--- config.mk ---
export PLATFORM = sky130hd
export DESIGN_NAME = arp_cache_table
export DESIGN_NICKNAME = d
export VERILOG_FILES = /design/src/hw/rtl/arpc_pkg.sv /design/src/hw/rtl/arpc_ctrl.sv /design/src/hw/rtl/arpc_dpath.sv /design/src/hw/rtl/arp_cache_table.sv
export SDC_FILE = /design/constraint.sdc
export NUM_CORES = 2
export LEC_CHECK = 0
export BUFFER_PORTS_ARGS = -buffer_cell sky130_fd_sc_hd__buf_2
export CAP_MARGIN = 20
export CORE_MARGIN = 1.5
export CORE_UTILIZATION = 30
export DETAILED_ROUTE_END_ITERATION = 16
export SYNTH_ARGS = -nofsm -noshare
export SYNTH_HDL_FRONTEND = slang
export SYNTH_HIERARCHICAL = 1
export SYNTH_SLANG_ARGS = --single-unit
--- constraint.sdc ---
create_clock -name clk -period 7.4 [get_ports clk]
set_input_delay 1.85 -clock clk [delete_from_list [all_inputs] [get_ports clk]]
set_output_delay 1.85 -clock clk [all_outputs]
set_load 0.05 [all_outputs]
--- src/hw/rtl/arpc_pkg.sv ---
// ----------------------------------------------------------------------------
// ARP cache package
// Table depth, operation and status codes, controller states and commands.
// ----------------------------------------------------------------------------
`default_nettype none

package arpc_pkg;

	localparam int ENTRIES = 16;
	localparam int IDX_W   = $clog2(ENTRIES);

	localparam logic signed [10:0] HANDLE_NONE = -11'sd1;

	typedef enum logic [2:0] {
		OP_INSERT     = 3'd0,
		OP_LOOKUP     = 3'd1,
		OP_REM_HANDLE = 3'd2,
		OP_REM_IP     = 3'd3,
		OP_CLEAR      = 3'd4
	} op_t;

	typedef enum logic [2:0] {
		ST_INSERTED  = 3'd0,
		ST_UPDATED   = 3'd1,
		ST_DONE      = 3'd2,
		ST_NOT_FOUND = 3'd3,
		ST_FULL      = 3'd4
	} status_t;

	typedef enum logic [1:0] {
		CTL_IDLE,
		CTL_LOOKUP,
		CTL_UPDATE
	} ctl_state_t;

	typedef struct packed {
		logic load;
		logic lookup;
		logic update;
	} arpc_cmd_t;

endpackage

`default_nettype wire

--- src/hw/rtl/arpc_ctrl.sv ---
// ----------------------------------------------------------------------------
// ARP cache controller
// Sequences load, lookup and update of each item and owns the result valid.
// ----------------------------------------------------------------------------
`default_nettype none

module arpc_ctrl
	import arpc_pkg::*;
(
	input  wire logic  clk,
	input  wire logic  arst_n,
	input  wire logic  s_tvalid,
	output logic       s_tready,
	output logic       m_tvalid,
	input  wire logic  m_tready,
	output arpc_cmd_t  cmd
);

	ctl_state_t state_q, state_d;
	logic       out_valid_q;

	always_ff @(posedge clk or negedge arst_n) begin
		if (!arst_n) begin
			state_q     <= CTL_IDLE;
			out_valid_q <= 1'b0;
		end else begin
			state_q <= state_d;
			if (cmd.update) begin
				out_valid_q <= 1'b1;
			end else if (m_tready) begin
				out_valid_q <= 1'b0;
			end
		end
	end

	always_comb begin
		state_d    = state_q;
		s_tready   = 1'b0;
		cmd        = '0;
		case (state_q)
			CTL_IDLE: begin
				s_tready = 1'b1;
				if (s_tvalid) begin
					cmd.load = 1'b1;
					state_d  = CTL_LOOKUP;
				end
			end
			CTL_LOOKUP: begin
				cmd.lookup = 1'b1;
				state_d    = CTL_UPDATE;
			end
			CTL_UPDATE: begin
				if (!out_valid_q || m_tready) begin
					cmd.update = 1'b1;
					s_tready   = 1'b1;
					if (s_tvalid) begin
						cmd.load = 1'b1;
						state_d  = CTL_LOOKUP;
					end else begin
						state_d = CTL_IDLE;
					end
				end
			end
			default: begin
				state_d = CTL_IDLE;
			end
		endcase
	end

	assign m_tvalid = out_valid_q;

endmodule

`default_nettype wire

--- src/hw/rtl/arpc_dpath.sv ---
// ----------------------------------------------------------------------------
// ARP cache datapath
// Entry table, parallel match, age ranks and the result register.
// ----------------------------------------------------------------------------
`default_nettype none

module arpc_dpath
	import arpc_pkg::*;
(
	input  wire logic                clk,
	input  wire logic                arst_n,
	input  wire arpc_cmd_t           cmd,
	input  wire logic [2:0]          in_operation,
	input  wire logic [31:0]         in_ip,
	input  wire logic [47:0]         in_mac,
	input  wire logic signed [10:0]  in_handle,
	input  wire logic                in_delete,
	output logic [2:0]               out_status,
	output logic [47:0]              out_mac,
	output logic signed [10:0]       out_handle
);

	logic [2:0]          op_q;
	logic [31:0]         ip_q;
	logic [47:0]         mac_q;
	logic signed [10:0]  hdl_q;
	logic                del_q;

	logic [ENTRIES-1:0]  valid_q;
	logic [IDX_W-1:0]    rank_q  [ENTRIES];
	logic [31:0]         ip_mem  [ENTRIES];
	logic [47:0]         mac_mem [ENTRIES];
	logic signed [10:0]  hdl_mem [ENTRIES];

	logic [ENTRIES-1:0]  ip_hit, hdl_hit, hdl_best, free_vec, free_first;
	logic [ENTRIES-1:0]  hit_s1, free_s1;
	logic                found_s1, full_s1;

	logic [IDX_W-1:0]    hit_rank;
	logic [47:0]         hit_mac;
	logic signed [10:0]  hit_hdl;
	logic                do_insert, do_drop, do_detach, do_refresh, do_clear;
	logic [2:0]          status_d;

	always_ff @(posedge clk) begin
		if (cmd.load) begin
			op_q  <= in_operation;
			ip_q  <= in_ip;
			mac_q <= in_mac;
			hdl_q <= in_handle;
			del_q <= in_delete;
		end
	end

	always_comb begin
		for (int i = 0; i < ENTRIES; i++) begin
			ip_hit[i]  = valid_q[i] && (ip_mem[i] == ip_q);
			hdl_hit[i] = valid_q[i] && (hdl_mem[i] == hdl_q);
		end
		for (int i = 0; i < ENTRIES; i++) begin
			hdl_best[i] = hdl_hit[i];
			for (int j = 0; j < ENTRIES; j++) begin
				if (hdl_hit[j] && (rank_q[j] < rank_q[i])) begin
					hdl_best[i] = 1'b0;
				end
			end
		end
		free_vec   = ~valid_q;
		free_first = free_vec & (~free_vec + ENTRIES'(1));
	end

	always_ff @(posedge clk) begin
		if (cmd.lookup) begin
			hit_s1   <= (op_q == OP_REM_HANDLE) ? hdl_best : ip_hit;
			found_s1 <= (op_q == OP_REM_HANDLE) ? (|hdl_best) : (|ip_hit);
			free_s1  <= free_first;
			full_s1  <= &valid_q;
		end
	end

	always_comb begin
		hit_rank = '0;
		hit_mac  = '0;
		hit_hdl  = '0;
		for (int i = 0; i < ENTRIES; i++) begin
			if (hit_s1[i]) begin
				hit_rank = hit_rank | rank_q[i];
				hit_mac  = hit_mac | mac_mem[i];
				hit_hdl  = hit_hdl | hdl_mem[i];
			end
		end
	end

	always_comb begin
		do_insert  = 1'b0;
		do_drop    = 1'b0;
		do_detach  = 1'b0;
		do_refresh = 1'b0;
		do_clear   = 1'b0;
		status_d   = ST_NOT_FOUND;
		case (op_q)
			OP_INSERT: begin
				if (found_s1) begin
					do_refresh = 1'b1;
					status_d   = ST_UPDATED;
				end else if (full_s1) begin
					status_d = ST_FULL;
				end else begin
					do_insert = 1'b1;
					status_d  = ST_INSERTED;
				end
			end
			OP_LOOKUP: begin
				if (found_s1) begin
					status_d = ST_DONE;
				end
			end
			OP_REM_HANDLE: begin
				if (found_s1) begin
					do_drop   = del_q;
					do_detach = !del_q;
					status_d  = ST_DONE;
				end
			end
			OP_REM_IP: begin
				if (found_s1) begin
					do_drop  = 1'b1;
					status_d = ST_DONE;
				end
			end
			OP_CLEAR: begin
				do_clear = 1'b1;
				status_d = ST_DONE;
			end
			default: begin
				status_d = ST_NOT_FOUND;
			end
		endcase
	end

	always_ff @(posedge clk or negedge arst_n) begin
		if (!arst_n) begin
			valid_q <= '0;
			for (int i = 0; i < ENTRIES; i++) begin
				rank_q[i] <= '0;
			end
		end else if (cmd.update) begin
			for (int i = 0; i < ENTRIES; i++) begin
				if (do_clear) begin
					valid_q[i] <= 1'b0;
					rank_q[i]  <= '0;
				end else if (do_insert) begin
					if (free_s1[i]) begin
						valid_q[i] <= 1'b1;
						rank_q[i]  <= '0;
					end else if (valid_q[i]) begin
						rank_q[i] <= rank_q[i] + IDX_W'(1);
					end
				end else if (do_drop) begin
					if (hit_s1[i]) begin
						valid_q[i] <= 1'b0;
						rank_q[i]  <= '0;
					end else if (valid_q[i] && (rank_q[i] > hit_rank)) begin
						rank_q[i] <= rank_q[i] - IDX_W'(1);
					end
				end
			end
		end
	end

	always_ff @(posedge clk) begin
		if (cmd.update) begin
			for (int i = 0; i < ENTRIES; i++) begin
				if (do_insert && free_s1[i]) begin
					ip_mem[i]  <= ip_q;
					mac_mem[i] <= mac_q;
					hdl_mem[i] <= hdl_q;
				end
				if (do_refresh && hit_s1[i]) begin
					mac_mem[i] <= mac_q;
				end
				if (do_detach && hit_s1[i]) begin
					hdl_mem[i] <= HANDLE_NONE;
				end
			end
		end
	end

	always_ff @(posedge clk) begin
		if (cmd.update) begin
			out_status <= status_d;
			if ((op_q == OP_LOOKUP) && found_s1) begin
				out_mac    <= hit_mac;
				out_handle <= hit_hdl;
			end else begin
				out_mac    <= '0;
				out_handle <= HANDLE_NONE;
			end
		end
	end

endmodule

`default_nettype wire

--- src/hw/rtl/arp_cache_table.sv ---
// ----------------------------------------------------------------------------
// ARP cache table
// IPv4 to MAC resolution cache with insert, lookup, remove and clear.
// ----------------------------------------------------------------------------
//  channel  dir  tdata                                         tuser
//  s_*      in   ip[31:0] mac[79:32] handle[90:80] delete[91]  operation[2:0]
//  m_*      out  mac[47:0] handle[58:48]                       status[2:0]
//
//  An item passes through a lookup step, the parallel compare over all entries,
//  and an update step, the table update and the result register write.
//  A new item is taken in the update cycle of the one before it.
//  A result waiting in the output register stalls only the update cycle.
//  Reset empties the table at once; no clearing pass.
// ----------------------------------------------------------------------------
`default_nettype none

module arp_cache_table
	import arpc_pkg::*;
(
	input  wire logic        clk,
	input  wire logic        arst_n,
	input  wire logic        s_tvalid,
	output logic             s_tready,
	input  wire logic [95:0] s_tdata,   // ip_address, mac_address, client_handle, delete_entry
	input  wire logic [2:0]  s_tuser,   // operation
	output logic             m_tvalid,
	input  wire logic        m_tready,
	output logic [63:0]      m_tdata,   // found_mac, found_handle
	output logic [2:0]       m_tuser    // status
);

	arpc_cmd_t          cmd;
	logic [47:0]        res_mac;
	logic signed [10:0] res_handle;

	arpc_ctrl u_ctrl (
		.clk      (clk),
		.arst_n   (arst_n),
		.s_tvalid (s_tvalid),
		.s_tready (s_tready),
		.m_tvalid (m_tvalid),
		.m_tready (m_tready),
		.cmd      (cmd)
	);

	arpc_dpath u_dpath (
		.clk          (clk),
		.arst_n       (arst_n),
		.cmd          (cmd),
		.in_operation (s_tuser),
		.in_ip        (s_tdata[31:0]),
		.in_mac       (s_tdata[79:32]),
		.in_handle    (s_tdata[90:80]),
		.in_delete    (s_tdata[91]),
		.out_status   (m_tuser),
		.out_mac      (res_mac),
		.out_handle   (res_handle)
	);

	assign m_tdata = {5'd0, res_handle, res_mac};

endmodule

`default_nettype wire

---- Word-level counts from Yosys, hierarchy flattened ----
Memory sizes are Yosys's and may differ from the RTL's.
Cells that the tools add are included.
word-level totals
  register bits ........................... 274
  RAM bits ................................ 1,456
  input port bits ......................... 103
  output and inout port bits .............. 69
  logic and storage cells ................. 1,636
  memories ................................ 3
memories
  memory           depth  width  read ports  clocked after Yosys merged registers in  write ports  RTL line          source
  u_dpath.mac_mem  16     48     16          0                                        16           arpc_dpath.sv:32  logic [47:0] mac_mem [ENTRIES];
  u_dpath.ip_mem   16     32     16          0                                        16           arpc_dpath.sv:31  logic [31:0] ip_mem [ENTRIES];
  u_dpath.hdl_mem  16     11     16          0                                        16           arpc_dpath.sv:33  logic signed [10:0] hdl_mem [ENTRIES];
cells by class
  add/sub/neg operators ................... 33
  magnitude comparators ................... 272
  equal/unequal tests ..................... 72
  mux-type cells .......................... 701
  bitwise gates (word level) .............. 80
  reduce and logical (&&, ||, !) cells .... 429
operators with widths
  cell                                               count
  2-to-1 mux 48 bit                                  32
  < comparator 4 bit                                 256
  OR 48 bit                                          15
  == test 32 bit                                     16
  2-to-1 mux 4 bit                                   128
  2-to-1 mux 1 bit                                   499
  logical AND 1 bit                                  353
  2-to-1 mux 11 bit                                  32
  == test 11 bit                                     16
  OR 11 bit                                          15
  AND reduction 4 bit                                32
  adder 4 x 1 -> 4 bit (second input constant)       16
  greater-than comparator 4 bit                      16
  != test 4 x 2 -> 1 bit (second input constant)     16
  nonzero test 4 bit                                 16
  subtractor 4 x 1 -> 4 bit (second input constant)  16
  OR 4 bit                                           15
  nonzero test 3 bit                                 17
  != test 3 x 2 -> 1 bit (second input constant)     16
  NOT 16 bit                                         2
  OR 1 bit                                           32
  OR reduction 16 bit                                2
  adder 16 x 1 -> 16 bit (second input constant)     1
  AND 16 bit                                         1
  21 further kinds                                   27

---- Depth between registers and ports, before layout ----
  depth in word-level cells ............... 38
  depth in mapped cells ................... 17

---- Hierarchy ----
Netlist, hierarchy kept.
by module, submodules not included
  module           instances  cells an instance  area each (um2)  sequential area each (um2)
  arpc_dpath       1          6,143              83,774.1         51,349.2
  arpc_ctrl        1          15                 146.4            75.1
  arp_cache_table  1          6                  41.3             0.0

---- Worst setup path before layout ----
OpenSTA, ideal clock, no wires.
  path kind ............................... input to register
  start ................................... in m_tready
  end ..................................... mem u_dpath.mac_mem[1][0], in the netlist u_dpath/mac_mem[0][48], enable pin
  library setup time ...................... 404 ps
  arrival ................................. 6,995 ps
  data required time ...................... 6,996 ps
  path slack .............................. 1 ps
  stages .................................. 4
  path through ............................ nor2b_2 -> nor2_1 -> and3_1 -> a21o_1
RTL lines
  item         RTL line               source
  from (decl)  arp_cache_table.sv:27  input wire logic m_tready,
  to (decl)    arpc_dpath.sv:32

==> metrics.txt <==
# TYPE chip_impl_metric gauge
chip_impl_metric{name="multi_input_area",unit="mm2"} 0.0307
chip_impl_metric{name="post-synth-top-area-fraction",unit=""} 0.585
chip_impl_metric{name="final_critical_path_setup_slack",unit="ps"} 2660
chip_impl_metric{name="cts_hold_buffers",unit=""} 0
chip_impl_metric{name="start_util",unit=""} 0.301
chip_impl_metric{name="setup_slack_after_placement",unit="ps"} 1850
chip_impl_metric{name="nFillCells",unit=""} 26800
chip_impl_info{name="worst_r2r_startpoint",value="u_dpath/hdl_q[9]"} 1
chip_impl_metric{name="sequential_cell_area",unit="mm2"} 0.0514
chip_impl_metric{name="finalCriticalPeriod",unit="ps"} 4740
chip_impl_metric{name="hold_path_depth",unit=""} 2
chip_impl_metric{name="postCtsSetupBuffers",unit=""} 0
chip_impl_metric{name="worst_ep_required_time",unit="ps"} 7900
chip_impl_info{name="status",value="completed"} 1
chip_impl_metric{name="die_footprint",unit="mm2"} 0.283
chip_impl_metric{name="synth-seq-area-share",unit=""} 0.612
chip_impl_metric{name="count_of_cells_resized_by_post_cts_repair",unit=""} 0
chip_impl_metric{name="tns",unit="ps"} 0
chip_impl_metric{name="post-place-cells",unit=""} 9909
chip_impl_metric{name="core_area",unit="mm2"} 0.279
chip_impl_metric{name="utilization",unit=""} 0.341
chip_impl_info{name="cts-root-buf",value="sky130_fd_sc_hd__clkbuf_16"} 1
chip_impl_info{name="timing.hold.worst_endpoint",value="u_dpath/hdl_mem[1][9]"} 1
chip_impl_metric{name="cts_inserted_buffers",unit=""} 178
chip_impl_metric{name="yosysWarnings",unit=""} 6
chip_impl_metric{name="route.antenna.remaining_nets",unit=""} 0
chip_impl_metric{name="globalRouteTotalUtil",unit=""} 0.193
chip_impl_metric{name="layout-area-overhead-vs-synth",unit="%"} 13.3
chip_impl_metric{name="finalNonFillerCells",unit=""} 10200
chip_impl_info{name="synth_top_cells_by_count",value="1636 x sky130_fd_sc_hd__edfxtp_1, 576 x sky130_fd_sc_hd__ha_1, 520 x sky130_fd_sc_hd__xnor2_1"} 1
chip_impl_metric{name="max_freq",unit="MHz"} 211
chip_impl_metric{name="rrSetupSlack",unit="ps"} 2670
chip_impl_metric{name="num_vias",unit=""} 57300
chip_impl_metric{name="ys_seq_elements",unit=""} 1730
chip_impl_metric{name="synth_enable_flop_cells",unit=""} 1636
chip_impl_info{name="synthDominantAreaCellType",value="sky130_fd_sc_hd__edfxtp_1"} 1
chip_impl_info{name="crit_type",value="input pin to flop"} 1
chip_impl_metric{name="cpPeakStageDelay",unit="ps"} 850
chip_impl_metric{name="clk_pin_slew",unit="ps"} 60
chip_impl_info{name="top_cells_by_area_in_the_synthesized_netlist",value="sky130_fd_sc_hd__edfxtp_1 59%, sky130_fd_sc_hd__ha_1 8.6%, sky130_fd_sc_hd__xnor2_1 5.4%"} 1
chip_impl_info{name="yosysMostFrequentCell",value="sky130_fd_sc_hd__edfxtp_1"} 1
chip_impl_info{name="grt_setup_unrepaired",value="false"} 1
chip_impl_metric{name="syn-instance-count",unit=""} 6164
chip_impl_info{name="path_cells",value="buf_2, nor2b_2, nor2_4, buf_4, and2_1, nand2_1, nand2_4, buf_4"} 1
chip_impl_metric{name="pin_count_of_the_biggest_net_entering_global_routing",unit=""} 96
chip_impl_metric{name="path_buf_inv",unit=""} 3
chip_impl_metric{name="globalRoute.totalOverflow",unit=""} 0
chip_impl_metric{name="std_cell_rows",unit=""} 194
chip_impl_metric{name="finalWeightedCongestion",unit=""} 0.964
chip_impl_metric{name="clock_latency_reported_for_the_late_side_of_the_worst_skew_pair",unit="ps"} 850
chip_impl_metric{name="area_of_the_mapped_netlist",unit="mm2"} 0.0840
chip_impl_metric{name="hpwl",unit="um"} 176000
chip_impl_metric{name="largest_fanout_on_the_critical_path",unit=""} 38
chip_impl_metric{name="drv.max_cap_violation_count",unit=""} 0
chip_impl_metric{name="final_nets",unit=""} 7047
chip_impl_metric{name="final.period_utilization",unit=""} 0.641
chip_impl_metric{name="worst_pin_slew",unit="ps"} 1370
chip_impl_metric{name="final_max_slew_viol_count",unit=""} 0
chip_impl_metric{name="port-buffer-count",unit=""} 162
chip_impl_metric{name="worst_r2r_path_depth",unit=""} 9
chip_impl_metric{name="cts_sinks",unit=""} 1730
chip_impl_metric{name="worst_slew_margin_rel",unit=""} 0.0847
chip_impl_metric{name="finalHoldViolCount",unit=""} 0
chip_impl_info{name="holdCritPathClass",value="flop to flop"} 1
chip_impl_metric{name="first_pass_iters",unit=""} 6
chip_impl_metric{name="synth.avg_cell_area",unit="um2"} 13.6
chip_impl_info{name="startpoint_type",value="input pin"} 1
chip_impl_info{name="crit_path_top_delay_cell",value="sky130_fd_sc_hd__nand2_4"} 1
chip_impl_metric{name="drc_errors",unit=""} 0
chip_impl_metric{name="max-clock-path-buffers",unit=""} 4
chip_impl_metric{name="fin_worst_skew",unit="ps"} 63.1
chip_impl_metric{name="yosys.cell_types.count",unit=""} 81
chip_impl_metric{name="avgViaCountPerCell",unit=""} 5.60
chip_impl_metric{name="cts_htree_levels",unit=""} 4
chip_impl_metric{name="power",unit="W"} 0.0310
chip_impl_metric{name="io_pins",unit=""} 172
chip_impl_info{name="endpoint_kind",value="flop"} 1
chip_impl_metric{name="finalSetupViolations",unit=""} 0
chip_impl_info{name="tritoncts",value="yes"} 1
chip_impl_metric{name="worst_ep_arrival_time",unit="ps"} 5240
chip_impl_metric{name="grt_pass1_vias",unit=""} 54800
chip_impl_metric{name="irDropWorstVdd",unit="uV"} 178
chip_impl_metric{name="totalWireLength",unit="um"} 285000
chip_impl_metric{name="antenna_found_initial",unit=""} 15
chip_impl_metric{name="die_width",unit="um"} 532
chip_impl_metric{name="detail_route.wl_per_cell",unit="um"} 27.9
chip_impl_metric{name="p_leak",unit="nW"} 32.7
chip_impl_info{name="synth-main-ff-cell",value="sky130_fd_sc_hd__edfxtp_1"} 1
chip_impl_metric{name="die_y",unit="um"} 532
chip_impl_metric{name="grt_first_pass_wirelength",unit="um"} 401000
chip_impl_info{name="worstReg2RegEnd",value="u_dpath/found_s1"} 1
chip_impl_metric{name="drt_iter0_markers",unit=""} 6798
chip_impl_info{name="most_frequent_cp_cell",value="sky130_fd_sc_hd__buf_4"} 1
chip_impl_metric{name="layout-drive-gt1-share",unit=""} 0.104
chip_impl_info{name="critical_path.top_delay_family",value="simple AND/OR/NAND/NOR gates"} 1
chip_impl_info{name="worstHoldStart",value="u_dpath/hdl_mem[1][9]"} 1
chip_impl_metric{name="power_density",unit="mW/mm2"} 326
chip_impl_metric{name="synthArstFlopShare",unit=""} 0.0480
worst min-delay path, cell delays in order, from the launching register on:
cell                      delay (ps)
sky130_fd_sc_hd__dfxtp_1         330
sky130_fd_sc_hd__nand2_1          60
sky130_fd_sc_hd__nand3_1          60
report_power, final:
part	internal, W	switching (W)
sequential	0.0110	0.000739
combinational	0.00384	0.00650
clock	0.00508	0.00377
kinds of logic after synthesis:
kind of cell / share of synthesized area
AO/OA/AOI/OAI: 0.112
other: 0.0000447
adder cells (fa/ha/maj): 0.0858
buffers and inverters: 0.0248
XOR/XNOR: 0.0740
AND/OR/NAND/NOR: 0.0904
multiplexers: 0.000402
flip-flops: 0.612
worst max path at each step:
stage	to	cells after the start	startpoint
detailed placement	u_dpath/mac_mem[0][97]	7	m_tready
floorplan	u_dpath/mac_mem[0][48]	4	m_tready
global route	u_dpath/mac_mem[0][136]	7	m_tready
global placement	u_dpath/mac_mem[0][102]	7	m_tready
CTS	u_dpath/mac_mem[0][136]	7	m_tready
finish	u_dpath/mac_mem[1][14]	8	m_tready
cell type report:
type,count,area share
diodes,3,0.0000789
inverters,155,0.00612
repair buffers,339,0.0226
clock buffers,213,0.0489
clock inverters,103,0.0104
flip-flops and latches,1730,0.541
multi-input cells,3964,0.322
well taps,3724,0.0490
metal layers:
layer | GRT usage | wire length, um
met4 | 0.0701 | 11000
met3 | 0.0352 | 26000
met5 | 0 | 92
met1 | 0.262 | 118000
met2 | 0.308 | 130000
cell usage in the layout (no fill, tap or decap), types with 155 or more instances in the layout:
cell | Yosys | layout
sky130_fd_sc_hd__edfxtp_1 | 1636 | 1636
sky130_fd_sc_hd__nand2_1 | 193 | 191
sky130_fd_sc_hd__clkbuf_16 | 0 | 181
sky130_fd_sc_hd__a221oi_1 | 202 | 202
sky130_fd_sc_hd__nand2b_1 | 206 | 206
sky130_fd_sc_hd__nand4_1 | 253 | 253
sky130_fd_sc_hd__xnor2_1 | 520 | 520
sky130_fd_sc_hd__a22o_1 | 191 | 191
sky130_fd_sc_hd__a21oi_1 | 246 | 245
sky130_fd_sc_hd__inv_1 | 155 | 155
sky130_fd_sc_hd__buf_4 | 12 | 174
sky130_fd_sc_hd__xor2_1 | 180 | 180
sky130_fd_sc_hd__buf_2 | 37 | 163
sky130_fd_sc_hd__ha_1 | 576 | 576
sky130_fd_sc_hd__o21ai_0 | 173 | 173
flip-flops by register name, indices dropped and copies added (netlist names), 32 cells and up:
signal,count
u_dpath/mac_mem,768
u_dpath/ip_mem,512
u_dpath/hdl_mem,176
u_dpath/rank_q,64
u_dpath/mac_q,48
u_dpath/out_mac,48
u_dpath/ip_q,32
through the flow:
| step | hold WS [ps] | cell area, um2 |
|---|---|---|
| floorplan | 473 | 84000 |
| global placement | 483 | 89500 |
| detailed placement | 494 | 89500 |
| CTS | 501 | 95100 |
| global route | 517 | 95100 |
| finish | 501 | 95100 |
No activity file was read; power rests on OpenSTA's default activity.
